===== src/rtl/core/tccw_pkg.sv =====
`timescale 1ns / 1ps
`default_nettype none
// ----------------------------------------------------------------------------
// Text console character writer package
// Shared constants, result kind codes and the command and status bundles
// that join the controller and the datapath.
// ----------------------------------------------------------------------------
package tccw_pkg;

    // Screen geometry defaults.
    localparam int SCREEN_COLUMNS_DEF = 80;
    localparam int SCREEN_ROWS_DEF    = 25;
    localparam int TAB_STOP_DEF       = 4;

    // Fixed field widths of the ports.
    localparam int CHAR_W      = 8;
    localparam int ATTR_W      = 8;
    localparam int KIND_W      = 2;
    localparam int CELL_ADDR_W = 11;
    localparam int CELL_VAL_W  = 16;
    localparam int ROW_OUT_W   = 5;
    localparam int COL_OUT_W   = 7;

    // Attribute after reset, and the special bytes.
    localparam logic [ATTR_W-1:0] ATTR_RESET = 8'h0c;
    localparam logic [CHAR_W-1:0] CHAR_LF    = 8'h0a;
    localparam logic [CHAR_W-1:0] CHAR_CR    = 8'h0d;
    localparam logic [CHAR_W-1:0] CHAR_TAB   = 8'h09;
    localparam logic [CHAR_W-1:0] CHAR_BLANK = 8'h20;

    // Kind of one result beat.
    typedef enum logic [KIND_W-1:0] {
        KIND_CELL   = 2'd0,
        KIND_SCROLL = 2'd1,
        KIND_CURSOR = 2'd2
    } result_kind_t;

    // Commands from the controller to the datapath.
    typedef struct packed {
        logic accept;       // capture the input beat, apply newline or return
        logic emit_cell;    // load a cell write and advance the cursor
        logic emit_scroll;  // load a scroll request and pin the row
        logic emit_cursor;  // load a cursor update
        logic last;         // last result of this input
    } cmd_t;

    // Status from the datapath to the controller.
    typedef struct packed {
        logic in_is_lf;     // incoming byte is a newline
        logic in_is_cr;     // incoming byte is a carriage return
        logic cell_done;    // the cell about to be written ends the run of cells
        logic cell_scroll;  // the cell about to be written wraps past the bottom
        logic row_over;     // the row sits past the last line
        logic eos;          // the held byte ends the string
        logic slot_free;    // the output register can take a beat
    } sts_t;

endpackage

`default_nettype wire


===== src/rtl/core/tccw_ctrl.sv =====
`timescale 1ns / 1ps
`default_nettype none
// ----------------------------------------------------------------------------
// Text console writer controller
// Sequences the results of one byte: cell writes, then a scroll request,
// then a cursor update, each loaded only when the output register is free.
// ----------------------------------------------------------------------------
module tccw_ctrl (
    input  wire logic           clk,
    input  wire logic           rst_n,
    input  wire logic           in_valid,
    output logic                in_ready,
    input  tccw_pkg::sts_t      sts,
    output tccw_pkg::cmd_t      cmd
);

    typedef enum logic [3:0] {
        ST_IDLE   = 4'b0001,
        ST_CELL   = 4'b0010,
        ST_SCROLL = 4'b0100,
        ST_CURSOR = 4'b1000
    } state_t;

    state_t state_reg;
    state_t state_next;

    // State register.
    always_ff @(posedge clk or negedge rst_n)
    begin
        if (!rst_n)
        begin
            state_reg <= ST_IDLE;
        end
        else
        begin
            state_reg <= state_next;
        end
    end

    // Next state and commands.
    always_comb
    begin
        state_next      = state_reg;
        cmd             = '0;
        in_ready        = 1'b0;
        unique case (state_reg)
            ST_IDLE:
            begin
                in_ready   = 1'b1;
                cmd.accept = in_valid;
                if (in_valid)
                begin
                    if (sts.in_is_lf || sts.in_is_cr)
                    begin
                        state_next = ST_SCROLL;
                    end
                    else
                    begin
                        state_next = ST_CELL;
                    end
                end
            end
            ST_CELL:
            begin
                if (sts.slot_free)
                begin
                    cmd.emit_cell = 1'b1;
                    cmd.last      = sts.cell_done && !sts.cell_scroll && !sts.eos;
                    if (sts.cell_done)
                    begin
                        state_next = ST_SCROLL;
                    end
                end
            end
            ST_SCROLL:
            begin
                // A scroll request waits for a free slot; otherwise move on at once.
                if (!sts.row_over || sts.slot_free)
                begin
                    cmd.emit_scroll = sts.row_over;
                    cmd.last        = !sts.eos;
                    state_next      = sts.eos ? ST_CURSOR : ST_IDLE;
                end
            end
            ST_CURSOR:
            begin
                if (sts.slot_free)
                begin
                    cmd.emit_cursor = 1'b1;
                    cmd.last        = 1'b1;
                    state_next      = ST_IDLE;
                end
            end
            default:
            begin
                state_next = ST_IDLE;
            end
        endcase
    end

endmodule

`default_nettype wire


===== src/rtl/core/tccw_datapath.sv =====
`timescale 1ns / 1ps
`default_nettype none
// ----------------------------------------------------------------------------
// Text console writer datapath
// Holds the cursor, the tab phase, the attribute register, the captured
// input byte and the output register.
// ----------------------------------------------------------------------------
module tccw_datapath #(
    parameter int SCREEN_COLUMNS = tccw_pkg::SCREEN_COLUMNS_DEF,
    parameter int SCREEN_ROWS    = tccw_pkg::SCREEN_ROWS_DEF,
    parameter int TAB_STOP       = tccw_pkg::TAB_STOP_DEF
) (
    input  wire logic                             clk,
    input  wire logic                             rst_n,
    input  wire logic                             cfg_we,
    input  wire logic [tccw_pkg::ATTR_W-1:0]      cfg_wdata,
    input  wire logic [tccw_pkg::CHAR_W-1:0]      character,
    input  wire logic                             end_of_string,
    output logic                                  out_valid,
    input  wire logic                             out_ready,
    output logic [tccw_pkg::KIND_W-1:0]           result_kind,
    output logic [tccw_pkg::CELL_ADDR_W-1:0]      cell_address,
    output logic [tccw_pkg::CELL_VAL_W-1:0]       cell_value,
    output logic [tccw_pkg::ROW_OUT_W-1:0]        cursor_row_out,
    output logic [tccw_pkg::COL_OUT_W-1:0]        cursor_col_out,
    output logic                                  last_of_run,
    input  tccw_pkg::cmd_t                        cmd,
    output tccw_pkg::sts_t                        sts
);

    // The row may briefly hold SCREEN_ROWS before a scroll pins it.
    localparam int ROW_W  = $clog2(SCREEN_ROWS + 1);
    localparam int COL_W  = $clog2(SCREEN_COLUMNS);
    localparam int PH_W   = $clog2(TAB_STOP);
    localparam int FULL_W = ROW_W + COL_W;
    localparam int AW     = tccw_pkg::CELL_ADDR_W;
    localparam int RW     = tccw_pkg::ROW_OUT_W;
    localparam int CW     = tccw_pkg::COL_OUT_W;

    logic [ROW_W-1:0]              row_reg;
    logic [ROW_W-1:0]              row_next;
    logic [COL_W-1:0]              col_reg;
    logic [COL_W-1:0]              col_next;
    logic [PH_W-1:0]               phase_reg;
    logic [PH_W-1:0]               phase_next;
    logic [tccw_pkg::ATTR_W-1:0]   attr_reg;
    logic [tccw_pkg::CHAR_W-1:0]   char_reg;
    logic                          eos_reg;
    logic                          tab_reg;

    logic                          out_valid_reg;
    tccw_pkg::result_kind_t        kind_reg;
    logic [AW-1:0]                 addr_reg;
    logic [tccw_pkg::CELL_VAL_W-1:0] value_reg;
    logic [RW-1:0]                 orow_reg;
    logic [CW-1:0]                 ocol_reg;
    logic                          olast_reg;

    logic                          col_wrap;
    logic                          phase_last;
    logic [FULL_W-1:0]             addr_full;
    logic [tccw_pkg::CHAR_W-1:0]   cell_char;
    logic                          any_emit;

    // Cursor conditions of the cell about to be written.
    assign col_wrap   = (col_reg == COL_W'(SCREEN_COLUMNS - 1));
    assign phase_last = (phase_reg == PH_W'(TAB_STOP - 1));
    assign addr_full  = FULL_W'(row_reg) * FULL_W'(SCREEN_COLUMNS) + FULL_W'(col_reg);
    assign cell_char  = tab_reg ? tccw_pkg::CHAR_BLANK : char_reg;
    assign any_emit   = cmd.emit_cell || cmd.emit_scroll || cmd.emit_cursor;

    // Status toward the controller.
    always_comb
    begin
        sts.in_is_lf    = (character == tccw_pkg::CHAR_LF);
        sts.in_is_cr    = (character == tccw_pkg::CHAR_CR);
        sts.cell_done   = !tab_reg || col_wrap || phase_last;
        sts.cell_scroll = col_wrap && (row_reg == ROW_W'(SCREEN_ROWS - 1));
        sts.row_over    = (row_reg >= ROW_W'(SCREEN_ROWS));
        sts.eos         = eos_reg;
        sts.slot_free   = !out_valid_reg || out_ready;
    end

    // Cursor and tab phase updates.
    always_comb
    begin
        row_next   = row_reg;
        col_next   = col_reg;
        phase_next = phase_reg;
        priority if (cmd.accept && sts.in_is_lf)
        begin
            row_next   = row_reg + 1'b1;
            col_next   = '0;
            phase_next = '0;
        end
        else if (cmd.accept && sts.in_is_cr)
        begin
            col_next   = '0;
            phase_next = '0;
        end
        else if (cmd.emit_cell)
        begin
            if (col_wrap)
            begin
                row_next   = row_reg + 1'b1;
                col_next   = '0;
                phase_next = '0;
            end
            else
            begin
                col_next   = col_reg + 1'b1;
                phase_next = phase_last ? '0 : phase_reg + 1'b1;
            end
        end
        else if (cmd.emit_scroll)
        begin
            row_next = ROW_W'(SCREEN_ROWS - 1);
        end
    end

    // Control registers: cursor, phase, attribute and output valid.
    always_ff @(posedge clk or negedge rst_n)
    begin
        if (!rst_n)
        begin
            row_reg       <= '0;
            col_reg       <= '0;
            phase_reg     <= '0;
            attr_reg      <= tccw_pkg::ATTR_RESET;
            out_valid_reg <= 1'b0;
        end
        else
        begin
            row_reg   <= row_next;
            col_reg   <= col_next;
            phase_reg <= phase_next;
            if (cfg_we)
            begin
                attr_reg <= cfg_wdata;
            end
            if (any_emit)
            begin
                out_valid_reg <= 1'b1;
            end
            else if (out_ready)
            begin
                out_valid_reg <= 1'b0;
            end
        end
    end

    // Captured input byte.
    always_ff @(posedge clk)
    begin
        if (cmd.accept)
        begin
            char_reg <= character;
            eos_reg  <= end_of_string;
            tab_reg  <= (character == tccw_pkg::CHAR_TAB);
        end
    end

    // Output register payload; unused fields are zero.
    always_ff @(posedge clk)
    begin
        if (any_emit)
        begin
            olast_reg <= cmd.last;
            addr_reg  <= '0;
            value_reg <= '0;
            orow_reg  <= '0;
            ocol_reg  <= '0;
            priority if (cmd.emit_cell)
            begin
                kind_reg  <= tccw_pkg::KIND_CELL;
                addr_reg  <= AW'(addr_full);
                value_reg <= {attr_reg, cell_char};
            end
            else if (cmd.emit_scroll)
            begin
                kind_reg <= tccw_pkg::KIND_SCROLL;
            end
            else
            begin
                kind_reg <= tccw_pkg::KIND_CURSOR;
                orow_reg <= RW'(row_reg);
                ocol_reg <= CW'(col_reg);
            end
        end
    end

    assign out_valid      = out_valid_reg;
    assign result_kind    = kind_reg;
    assign cell_address   = addr_reg;
    assign cell_value     = value_reg;
    assign cursor_row_out = orow_reg;
    assign cursor_col_out = ocol_reg;
    assign last_of_run    = olast_reg;

endmodule

`default_nettype wire


===== src/rtl/core/text_console_char_writer_core.sv =====
`timescale 1ns / 1ps
`default_nettype none
// ----------------------------------------------------------------------------
// Text console character writer
// Turns a string, one byte per beat, into cell writes, scroll requests and
// cursor updates for a character screen, keeping the cursor row and column.
// ----------------------------------------------------------------------------
//  Channel | Direction | Handshake            | Payload
//  in      | sink      | in_valid / in_ready  | character, end_of_string
//  out     | source    | out_valid/out_ready  | result_kind .. last_of_run
//  cfg     | sink      | cfg_we               | cfg_wdata (text attribute)
//
//  One byte is taken at a time. A newline or return goes from idle to scroll,
//  a plain byte from idle through cell to scroll; each tab blank past the
//  first is one more cell write, and a cursor update adds the cursor state.
//  A scroll request goes out in the closing scroll state that every byte has.
//  The controller loads one result per cycle into the single output register;
//  a stalled output holds the controller. Reset puts the cursor at row 0,
//  column 0 and the attribute at 0x0c.
// ----------------------------------------------------------------------------
module text_console_char_writer_core #(
    parameter int SCREEN_COLUMNS = tccw_pkg::SCREEN_COLUMNS_DEF,
    parameter int SCREEN_ROWS    = tccw_pkg::SCREEN_ROWS_DEF,
    parameter int TAB_STOP       = tccw_pkg::TAB_STOP_DEF
) (
    input  wire logic                             clk,
    input  wire logic                             rst_n,
    input  wire logic                             cfg_we,
    input  wire logic [tccw_pkg::ATTR_W-1:0]      cfg_wdata,
    input  wire logic                             in_valid,
    output logic                                  in_ready,
    input  wire logic [tccw_pkg::CHAR_W-1:0]      character,
    input  wire logic                             end_of_string,
    output logic                                  out_valid,
    input  wire logic                             out_ready,
    output logic [tccw_pkg::KIND_W-1:0]           result_kind,
    output logic [tccw_pkg::CELL_ADDR_W-1:0]      cell_address,
    output logic [tccw_pkg::CELL_VAL_W-1:0]       cell_value,
    output logic [tccw_pkg::ROW_OUT_W-1:0]        cursor_row_out,
    output logic [tccw_pkg::COL_OUT_W-1:0]        cursor_col_out,
    output logic                                  last_of_run
);

    tccw_pkg::cmd_t cmd;
    tccw_pkg::sts_t sts;

    // Controller.
    tccw_ctrl u_ctrl (
        .clk      (clk),
        .rst_n    (rst_n),
        .in_valid (in_valid),
        .in_ready (in_ready),
        .sts      (sts),
        .cmd      (cmd)
    );

    // Datapath.
    tccw_datapath #(
        .SCREEN_COLUMNS (SCREEN_COLUMNS),
        .SCREEN_ROWS    (SCREEN_ROWS),
        .TAB_STOP       (TAB_STOP)
    ) u_datapath (
        .clk            (clk),
        .rst_n          (rst_n),
        .cfg_we         (cfg_we),
        .cfg_wdata      (cfg_wdata),
        .character      (character),
        .end_of_string  (end_of_string),
        .out_valid      (out_valid),
        .out_ready      (out_ready),
        .result_kind    (result_kind),
        .cell_address   (cell_address),
        .cell_value     (cell_value),
        .cursor_row_out (cursor_row_out),
        .cursor_col_out (cursor_col_out),
        .last_of_run    (last_of_run),
        .cmd            (cmd),
        .sts            (sts)
    );

`ifndef SYNTHESIS
    // Only one byte is in work at a time.
    a_one_at_a_time: assert property (@(posedge clk) disable iff (!rst_n)
        (in_valid && in_ready) |=> !in_ready)
        else $error("input taken while a byte is still in work");

    // A cursor update always closes the run of results.
    a_cursor_last: assert property (@(posedge clk) disable iff (!rst_n)
        (out_valid && result_kind == tccw_pkg::KIND_CURSOR) |-> last_of_run)
        else $error("cursor update not marked last");

    // A reported cursor row is always on the screen.
    a_cursor_row: assert property (@(posedge clk) disable iff (!rst_n)
        (out_valid && result_kind == tccw_pkg::KIND_CURSOR)
            |-> (int'(cursor_row_out) < SCREEN_ROWS))
        else $error("cursor row reported past the last line");

    // No new byte is taken while the previous run has not closed.
    a_idle_after_last: assert property (@(posedge clk) disable iff (!rst_n)
        (out_valid && !last_of_run) |-> !in_ready)
        else $error("input ready in the middle of a run");
`endif

endmodule

`default_nettype wire

===== config.mk =====
export PLATFORM = sky130hd
export DESIGN_NAME = text_console_char_writer_core
export DESIGN_NICKNAME = d
export VERILOG_FILES = /design/src/rtl/core/tccw_pkg.sv /design/src/rtl/core/tccw_ctrl.sv /design/src/rtl/core/tccw_datapath.sv /design/src/rtl/core/text_console_char_writer_core.sv
export SDC_FILE = /design/constraint.sdc
export NUM_CORES = 1
export LEC_CHECK = 0
export BUFFER_PORTS_ARGS = -buffer_cell sky130_fd_sc_hd__buf_2
export CORE_AREA = 10 10 108 110
export DETAILED_ROUTE_END_ITERATION = 16
export DIE_AREA = 0 0 118 120
export PLACE_DENSITY = 0.68
export SYNTH_ARGS = -nofsm -noshare
export SYNTH_HDL_FRONTEND = slang
export SYNTH_SLANG_ARGS = --single-unit

===== constraint.sdc =====
create_clock -name clk -period 8 [get_ports clk]
set_clock_uncertainty 0.15 [all_clocks]
set_input_delay 0.8 -clock clk [delete_from_list [all_inputs] [get_ports clk]]
set_output_delay 0.8 -clock clk [all_outputs]
set_load 0.01 [all_outputs]

Word-level counts from Yosys, hierarchy flattened

Cells that the tools add are included.
Widths: inputs -> output; s select.

$lt $le $gt $ge: 1
Shifts and indexed selects: 0
$add $sub $neg: 4
Divide/modulo/power cells: 0
Reduce and logical (&&, ||, !) cells: 24
Equal/unequal tests: 17
Mux-type cells: 37
Bitwise logic cells: 1
$mul: 1

Operator list:

| operator            | count |
|---|---|
| $mux 7              | 4 |
| $mux 5              | 5 |
| $eq 8x4->1 const B  | 3 |
| $mux 4              | 6 |
| $pmux 4 s4          | 1 |
| $mux 2              | 7 |
| $add 11x7->11       | 1 |
| $mux 1              | 11 |
| $ne 2x1->1 const B  | 5 |
| $add 7x1->7 const B | 1 |
| $eq 7x7->1 const B  | 1 |
| $logic_or 1x1->1    | 7 |
| $mul 5x3->7 const B | 1 |
| $mux 6              | 1 |
| $reduce_bool 3->1   | 2 |
| $add 5x1->5 const B | 1 |
| $eq 5x5->1 const B  | 1 |
| $ge 5x5->1 const B  | 1 |
| $logic_and 1x1->1   | 5 |
| $logic_not 1->1     | 5 |
| $reduce_and 5->1    | 1 |
| $eq 4x1->1 const B  | 1 |
| $eq 4x2->1 const B  | 1 |
| $eq 4x3->1 const B  | 1 |
| 11 further kinds    | 12 |

Memory bits (writable): 0
Memories: 0
Input bits: 22
Word-level logic and storage cells: 101
Output and inout bits: 44
Bits in latches: 0
Memory bits (read-only): 0
Register bits after elaboration: 79

Logic depth before layout (Yosys ltp)

Gate-level depths: netlist of the first run.

Depth after elaboration: 9
Depth in mapped cells: 8
Mapped depth without buffers: 7

Modules after synthesis

From an unflattened synthesis of the first run, not the netlist that was laid out.

Cell total of the unflattened synthesis: 301
Area total of the unflattened synthesis: 3792.4 um2

Modules (own cells, without submodules):

| module        | seq. area each (um2) | instances | cells an instance | area each (um2) |
|---|---|---|---|---|
| tccw_datapath | 2139.6               | 1         | 254               | 3387.0 |
| tccw_ctrl     | 101.3                | 1         | 47                | 405.4 |

Worst setup path before layout of the first run

No wires, ideal clock.

Path type: reg2reg
From: register u_datapath.row_reg[1]
To: register u_datapath.addr_reg[0], in the netlist u_datapath.cell_address[0] (enable)
Arrival: 3.009 ns
Period minus slack after synthesis: 3.600 ns
Slack: 4.400 ns
Buffers on the path: 1
Data required time: 7.409 ns
Library setup time: 0.441 ns
Stages on the path, launching flop included: 8
Cells stage by stage: dfrtp_1 > inv_1 > ha_1 > or4_1 > clkbuf_1 > a311o_1 > nand3b_1 > nor2_1

Longest elaborated chain between the ends: 7

Ends and longest elaborated chain:

| element                         | line                 | text |
|---|---|---|
| from (decl)                     | tccw_datapath.sv:40  | `logic [ROW_W-1:0] row_reg;` |
| from (signal assigned)          | tccw_datapath.sv:134 | `row_reg <= row_next;` |
| $ge 5x5->1 *                    | tccw_datapath.sv:79  | `sts.row_over = (row_reg >= ROW_W'(SCREEN_ROWS));` |
| $logic_not 1->1                 | tccw_ctrl.sv:78      | `if (!sts.row_over \|\| sts.slot_free)` |
| $logic_or 1x1->1                | tccw_ctrl.sv:78      |  |
| $mux 1 *                        | tccw_ctrl.sv:78      |  |
| $mux 1 *                        | tccw_ctrl.sv:46      | `unique case (state_reg)` |
| $logic_or 1x1->1 * (2 in a row) | tccw_datapath.sv:70  | `assign any_emit = cmd.emit_cell \|\| cmd.emit_scroll \|\| cmd.emit_cursor;` |
| named net u_datapath.any_emit   | tccw_datapath.sv:63  | `logic any_emit;` |
| to (signal assigned)            | tccw_datapath.sv:176 | `addr_reg <= AW'(addr_full);` |
| to (decl)                       | tccw_datapath.sv:53  | `logic [AW-1:0] addr_reg;` |

Mark *: on every way through the listed nets, which the timed path passes. The rest lies on a longest branch.
A chain may end at the register's enable or synchronous reset.

Worst setup path after layout of the first run

From: register u_datapath.row_reg[1]
To: register u_datapath.value_reg (netlist bit u_datapath.cell_value[5]) (enable)

Longest elaborated chain between the ends: 7

Ends and longest elaborated chain:

| element                         | line                 | text |
|---|---|---|
| $ge 5x5->1 *                    | tccw_datapath.sv:79  |  |
| $logic_not 1->1                 | tccw_ctrl.sv:78      |  |
| $logic_or 1x1->1                | tccw_ctrl.sv:78      |  |
| $mux 1 *                        | tccw_ctrl.sv:78      |  |
| $mux 1 *                        | tccw_ctrl.sv:46      |  |
| $logic_or 1x1->1 * (2 in a row) | tccw_datapath.sv:70  |  |
| named net u_datapath.any_emit   | tccw_datapath.sv:63  |  |
| to (signal assigned)            | tccw_datapath.sv:177 | `value_reg <= {attr_reg, cell_char};` |
| to (decl)                       | tccw_datapath.sv:54  | `logic [tccw_pkg::CELL_VAL_W-1:0] value_reg;` |

Marked as above.

==> key figures, run 1 <==
Drt
  • Router iterations before antenna repair: 4
  • WL per Instance: 16.2 um
  • DRT antenna net count: 0
  • Drt via density: between 5 and 6
  • Starting DRC count in detailed routing: roughly 170
  • Final wirelength: about 8000 um
  • Drt drc: 0
  • Vias: between 2000 and 3000

Power
  • Internal power: just over 0.0009 W
  • Reg power frac: 0.462
  • Static Leak: around 2 nW
  • Net Sw Frac: 0.330
  • Worst vdd ir: about 0.0001 V
  • Clock share of power: 0.263
  • Power per cell area: between 300 and 400 mW/mm^2
  • Combinational share of power: 0.275
  • Switch Pwr: ~0.00046 W

Clocking
  • CTS sink count: roughly 80
  • CTS-repair resized insts: 0
  • Num CTS Buffers: 9
  • Clock Pin Slew Worst Setup and Hold Paths: ~0.08 ns
  • Post-CTS Setup Repair Bufs: 0
  • Clk Tree Root Cell: clkbuf_8
  • Clk Latency, worst-skew pair: approximately 0.35 ns
  • Hold_buf cts: 0
  • Clk buf depth: 2
  • H-tree levels: 3
  • CTS tree: done

Global routing
  • Total gr overflow: 0
  • Antenna violations before repair: 0
  • Pin count of the biggest net entering global routing: 43
  • Vias in the first global route: between 2000 and 3000
  • First-pass GRT wire length: about 13000 um
  • Tot GR Track Use: 0.115

Timing
  • Worst-Margin Slew: 1.15 ns
  • Final Slew Violations: 0
  • Final Cycle Share: 0.347
  • Fmax: roughly 0.36 GHz
  • Hold Slack: approximately 0.32 ns
  • TNS Setup: 0 ns
  • Final setup fails: 0
  • Final Critical Period: ~2.8 ns
  • Fin. Hold Viols: 0
  • Worst slew margin: 0.235
  • RSZ-0062 raised after global routing: false

Logic synthesis
  • Ys async rst share: 0.342
  • FF+latch count, synth: 79
  • Yosys cell types: 63
  • Synth top area share: 0.417
  • Number of synthesized flops with an enable pin: 52
  • Leading area contributor after synthesis: edfxtp_1
  • Sequential fraction of the synthesis area: 0.598
  • Cells after Synth: ~290
  • Mean post-synth cell area: about 13 um^2
  • Synth area leaders: edfxtp_1 42%, dfrtp_1 16%, ha_1 4.7%, and3_1 2.7%, mux2_2 2.4%
  • Ys Warns: 0
  • Syn_nets: 329
  • Synthesized area: between 0.003 and 0.004 mm^2
  • Most used DFF post-synth: edfxtp_1

Setup path
  • Crit. End Element: register
  • Crit path cell chain: inv_1 > ha_1 > or4_1 > a311o_1 > nand3b_1 > nor2_4
  • Startpoint Class: register
  • CP max stage delay: around 0.9 ns
  • Worst EP required: between 7 and 8 ns
  • Crit-path slowest cell: nor2_4
  • Family with the most delay on the worst path: simple AND/OR/NAND/NOR gates
  • CP Class: register to register
  • CP max FO: 42
  • Worst EP arrival: around 2.6 ns
  • Critical path buffers and inverters: 1

Hold path
  • Worst Hold Class: input pin to asynchronous set/reset pin

Placement
  • Routability cong.: 0.782
  • HPWL after DPL: ~6000 um
  • PortBufs: 65
  • Area of placed instances: roughly 0.0042 mm^2

Floorplan
  • Die W: about 120 um
  • Total core area: 0.00955 mm^2
  • # rows: 36
  • Initial core utilization: 0.392
  • # IOs: 66
  • Die area: 0.0142 mm^2
  • Die Ht: about 120 um

Final layout
  • Footprint of the multi-input gates: around 0.0014 mm^2
  • Number of flip-flops in the largest register: 16
  • Most frequent cells in the layout: 65 x buf_2, 52 x edfxtp_1, 24 x dfrtp_1, 16 x and3_1, 16 x nor2_1
  • FILL cells: 889
  • Share of layout cells above drive strength 1: 0.281
  • Commonest non-fill, non-tap cell in the layout: buf_2
  • Area Growth Syn to Fin: 18.4%
  • Nets: 392
  • Core Util, Final: 0.464
  • Ant diodes: 0
  • Fin area: about 0.0044 mm^2
  • Register area: between 0.002 and 0.0025 mm^2

Run status
  • Status: completed

Job
  • Max-cap violations: 0
## synthesized netlist by cell type, types with 8 or more instances
cell / count
nand3_1: 8
edfxtp_1: 52
and2_1: 10
a21oi_1: 9
nor2_1: 17
dfrtp_1: 24
ha_1: 14
nor2b_1: 14
mux2_2: 8
clkbuf_1: 9
o21ai_0: 9
inv_1: 9
and3_1: 16
## path summary, 6_finish.rpt
kind                                                          from                                      to  slack (ns)  depth (start not counted)
min in group clk                u_datapath.attr_reg[4]$_DFFE_PN0P_      u_datapath.attr_reg[4]$_DFFE_PN0P_        0.35                          1
max in group asynchronous                                    rst_n       u_datapath.row_reg[0]$_DFFE_PN0P_        6.95                          1
worst max register to register   u_datapath.row_reg[1]$_DFFE_PN0P_  u_datapath.cell_value[5]$_SDFFCE_PP0P_        5.23                          6
worst min-delay path                                         rst_n       u_datapath.col_reg[4]$_DFFE_PN0P_        0.32                          1
worst max-delay path             u_datapath.row_reg[1]$_DFFE_PN0P_  u_datapath.cell_value[5]$_SDFFCE_PP0P_        5.23                          6
worst min register to register  u_datapath.attr_reg[4]$_DFFE_PN0P_      u_datapath.attr_reg[4]$_DFFE_PN0P_        0.35                          1
## cell type report
type                    count  area share
flip-flops and latches     79       0.505
multi-input cells         188       0.317
repair buffers             66      0.0751
well taps                 133      0.0375
clock inverters             7      0.0282
clock buffers               9      0.0279
inverters                  10     0.00847
## power groups by stage
stage | sequential (W) | combinational [W] | clock [W]
2_1_floorplan | 0.000657 | 0.000239 | 0
3_3_place_gp | 0.000645 | 0.000377 | 0
3_5_place_dp | 0.000649 | 0.000384 | 0
6_report | 0.000640 | 0.000380 | 0.000365
4_1_cts | 0.000641 | 0.000385 | 0.000371
5_1_grt | 0.000655 | 0.000425 | 0.000390
## per-stage QoR
| step | worst slack (ns) | std cells | power (W) |
|---|---|---|---|
| 2_1_floorplan | 4.40 | 291 | 0.000896 |
| 3_3_place_gp | 5.18 | 476 | 0.00102 |
| 3_5_place_dp | 5.10 | 476 | 0.00103 |
| 4_1_cts | 5.19 | 492 | 0.00140 |
| 5_1_grt | 5.01 | 492 | 0.00147 |
| 6_report | 5.23 | 492 | 0.00138 |
## cells by family after synthesis
logic type / after synthesis / synth area share
AO/OA/AOI/OAI: 51 / 0.0969
XOR/XNOR: 7 / 0.0204
adder cells (fa/ha/maj): 16 / 0.0574
buffers and inverters: 24 / 0.0281
flip-flops: 79 / 0.598
multiplexers: 8 / 0.0240
AND/OR/NAND/NOR: 106 / 0.175
## metal layers
layer,GRT usage,vias up,wire length (um)
met5,0,-,0
met4,0.0634,0,213
met3,0.0380,15,501
li1,-,1227,-
met1,0.135,1246,3440
met2,0.184,80,3800
Note: power is estimated with default switching activity, not from simulation.
==> run 2: changes to the inputs <==
==> constraint.sdc (replaced) <==
create_clock -name clk -period 2.6 [get_ports clk]
set_clock_uncertainty 0.15 [all_clocks]
set_input_delay 0.26 -clock clk [delete_from_list [all_inputs] [get_ports clk]]
set_output_delay 0.26 -clock clk [all_outputs]
set_load 0.01 [all_outputs]
==> run 2 against run 1 <==
Net effect: critical path depth increased by 1; fmax up 10%; hold slack got worse by 0.27 ns.
==> key figures, run 2 (synthesis gave the netlist of run 1 again) <==
Global routing
  • Vias in the first global route: about 2800
  • Tot GR Track Use: 0.121
  • Antenna violations before repair: 0
  • First-pass GRT wire length: between 10000 and 15000 um
  • Total gr overflow: 0
  • Pin count of the biggest net entering global routing: 43

Setup path
  • Worst EP arrival: between 2 and 2.5 ns
  • Cell depth of the worst setup path: 7
  • Startpoint Class: register
  • Critical path buffers and inverters: 0
  • RR Startpoint: u_datapath.row_reg[1]$_DFFE_PN0P_
  • R2r setup slk: 0.08 ns
  • Worst R2R Path Depth: 7
  • RR Endpoint: u_datapath.cell_address[10]$_SDFFCE_PP0P_
  • Worst EP required: 2.55 ns
  • CP max FO: 3
  • Crit-path slowest cell: dfrtp_1
  • Family with the most delay on the worst path: adder cells
  • CP Class: register to register
  • Crit path cell chain: ha_1 > ha_2 > fa_2 > xor2_2 > o2111ai_2 > xor3_1 > and2_1
  • Crit. End Element: register
  • CP max stage delay: approximately 0.40 ns

Timing
  • Final setup fails: 0
  • Fin. Hold Viols: 0
  • Final setup margin: 0.0817 ns
  • Final Cycle Share: 0.969
  • Final Critical Period: 2.52 ns
  • Worst-Margin Slew: 0.693 ns
  • TNS Setup: 0 ns
  • Worst slew margin: 0.538
  • Final Slew Violations: 0
  • Fmax: about 0.4 GHz

Clocking
  • Clk Tree Root Cell: clkbuf_8
  • Num CTS Buffers: 9
  • H-tree levels: 3
  • Clock Pin Slew Worst Setup and Hold Paths: 0.08 ns
  • CTS tree: done
  • Clk buf depth: 2
  • Clk Latency, worst-skew pair: between 0.3 and 0.4 ns
  • CTS sink count: roughly 80

Drt
  • Starting DRC count in detailed routing: between 150 and 200
  • Final wirelength: about 8500 um
  • Drt drc: 0
  • Vias: 2703
  • Router iterations before antenna repair: 4
  • Drt via density: ~5.1
  • WL per Instance: 16.0 um
  • DRT antenna net count: 0

Placement
  • Routability cong.: just over 0.8
  • Area of placed instances: between 0.004 and 0.005 mm^2
  • PortBufs: 65
  • HPWL after DPL: approximately 6100 um
  • DP Worst Slack: about 0.021 ns

Floorplan
  • Total core area: 0.00955 mm^2
  • Die Ht: about 120 um
  • # IOs: between 60 and 70
  • # rows: 36
  • Die area: ~0.014 mm^2
  • Die W: ~120 um
  • Initial core utilization: 0.392

Final layout
  • Share of layout cells above drive strength 1: 0.317
  • Number of flip-flops in the largest register: 16
  • Nets: 430
  • Core Util, Final: 0.494
  • Ant diodes: 0
  • Fin area: roughly 0.0047 mm^2
  • Area Growth Syn to Fin: 26.0%
  • Most frequent cells in the layout: 65 x buf_2, 52 x edfxtp_1, 24 x dfrtp_1, 21 x buf_4, 17 x dlygate4sd3_1
  • Commonest non-fill, non-tap cell in the layout: buf_2

Power
  • Worst vdd ir: 0.000293 V
  • Static Leak: about 2.1 nW
  • Tot Pwr: around 0.0041 W
  • Power per cell area: roughly 880 mW/mm^2

Run status
  • Status: completed

Hold path
  • Hold path endpoint: u_datapath.char_reg[3]$_DFFE_PP_
  • Min-delay src: character[3]
  • Hold depth: 1
  • Worst Hold Class: input pin to register

Job
  • Max-cap violations: 0
[run 2: where the power goes]
part           switching (W)  internal [W]
logic               0.000798      0.000574
registers           0.000193       0.00175
clock network       0.000451      0.000376
[run 2: what timing repair did]
item | CTS | global route
endpoints found under the setup margin | 0 | 56
hold endpoints to repair | 40 | 0
hold buffers | 17 | 0
gates resized for setup | 0 | 6
buffers inserted | 0 | 2
[run 2: worst max-delay path by stage]
| stage | startpoint | endpoint |
|---|---|---|
| after detailed placement | u_datapath.row_reg[1]$_DFFE_PN0P_ | u_datapath.cell_address[10]$_SDFFCE_PP0P_ |
| after CTS | u_datapath.row_reg[1]$_DFFE_PN0P_ | u_datapath.cell_address[10]$_SDFFCE_PP0P_ |
| after global routing | u_datapath.row_reg[1]$_DFFE_PN0P_ | u_datapath.cell_address[10]$_SDFFCE_PP0P_ |
| after global placement | u_datapath.row_reg[1]$_DFFE_PN0P_ | u_datapath.cell_address[10]$_SDFFCE_PP0P_ |
| final | u_datapath.row_reg[1]$_DFFE_PN0P_ | u_datapath.cell_address[10]$_SDFFCE_PP0P_ |
| after floorplan | u_datapath.row_reg[1]$_DFFE_PN0P_ | u_datapath.cell_address[10]$_SDFFCE_PP0P_ |
[run 2: per-layer routing]
layer	up-vias	wire, um	part of all wire	GRT usage
li1	1297	-	-	-
met1	1318	3780	0.45	0.147
met2	79	4170	0.49	0.204
met3	9	425	0.050	0.0328
met4	0	121	0.014	0.0410
met5	-	0	0	0
[run 2: area by class of cell]
class	count	area, um^2
repair buffers	103	653
fillers	880	4830
clock inverters	6	42.5
multi-input cells	189	1440
flip-flops and latches	79	2240
well taps	133	166
clock buffers	10	138
inverters	10	37.5
[run 2: stage by stage]
| step | hold WS, ns | cells |
|---|---|---|
| 2_1_floorplan | -0.186 | 291 |
| 3_3_place_gp | 0.164 | 494 |
| 3_5_place_dp | 0.167 | 494 |
| 4_1_cts | 0.0221 | 527 |
| 5_1_grt | 0.0336 | 530 |
| 6_report | 0.0490 | 530 |
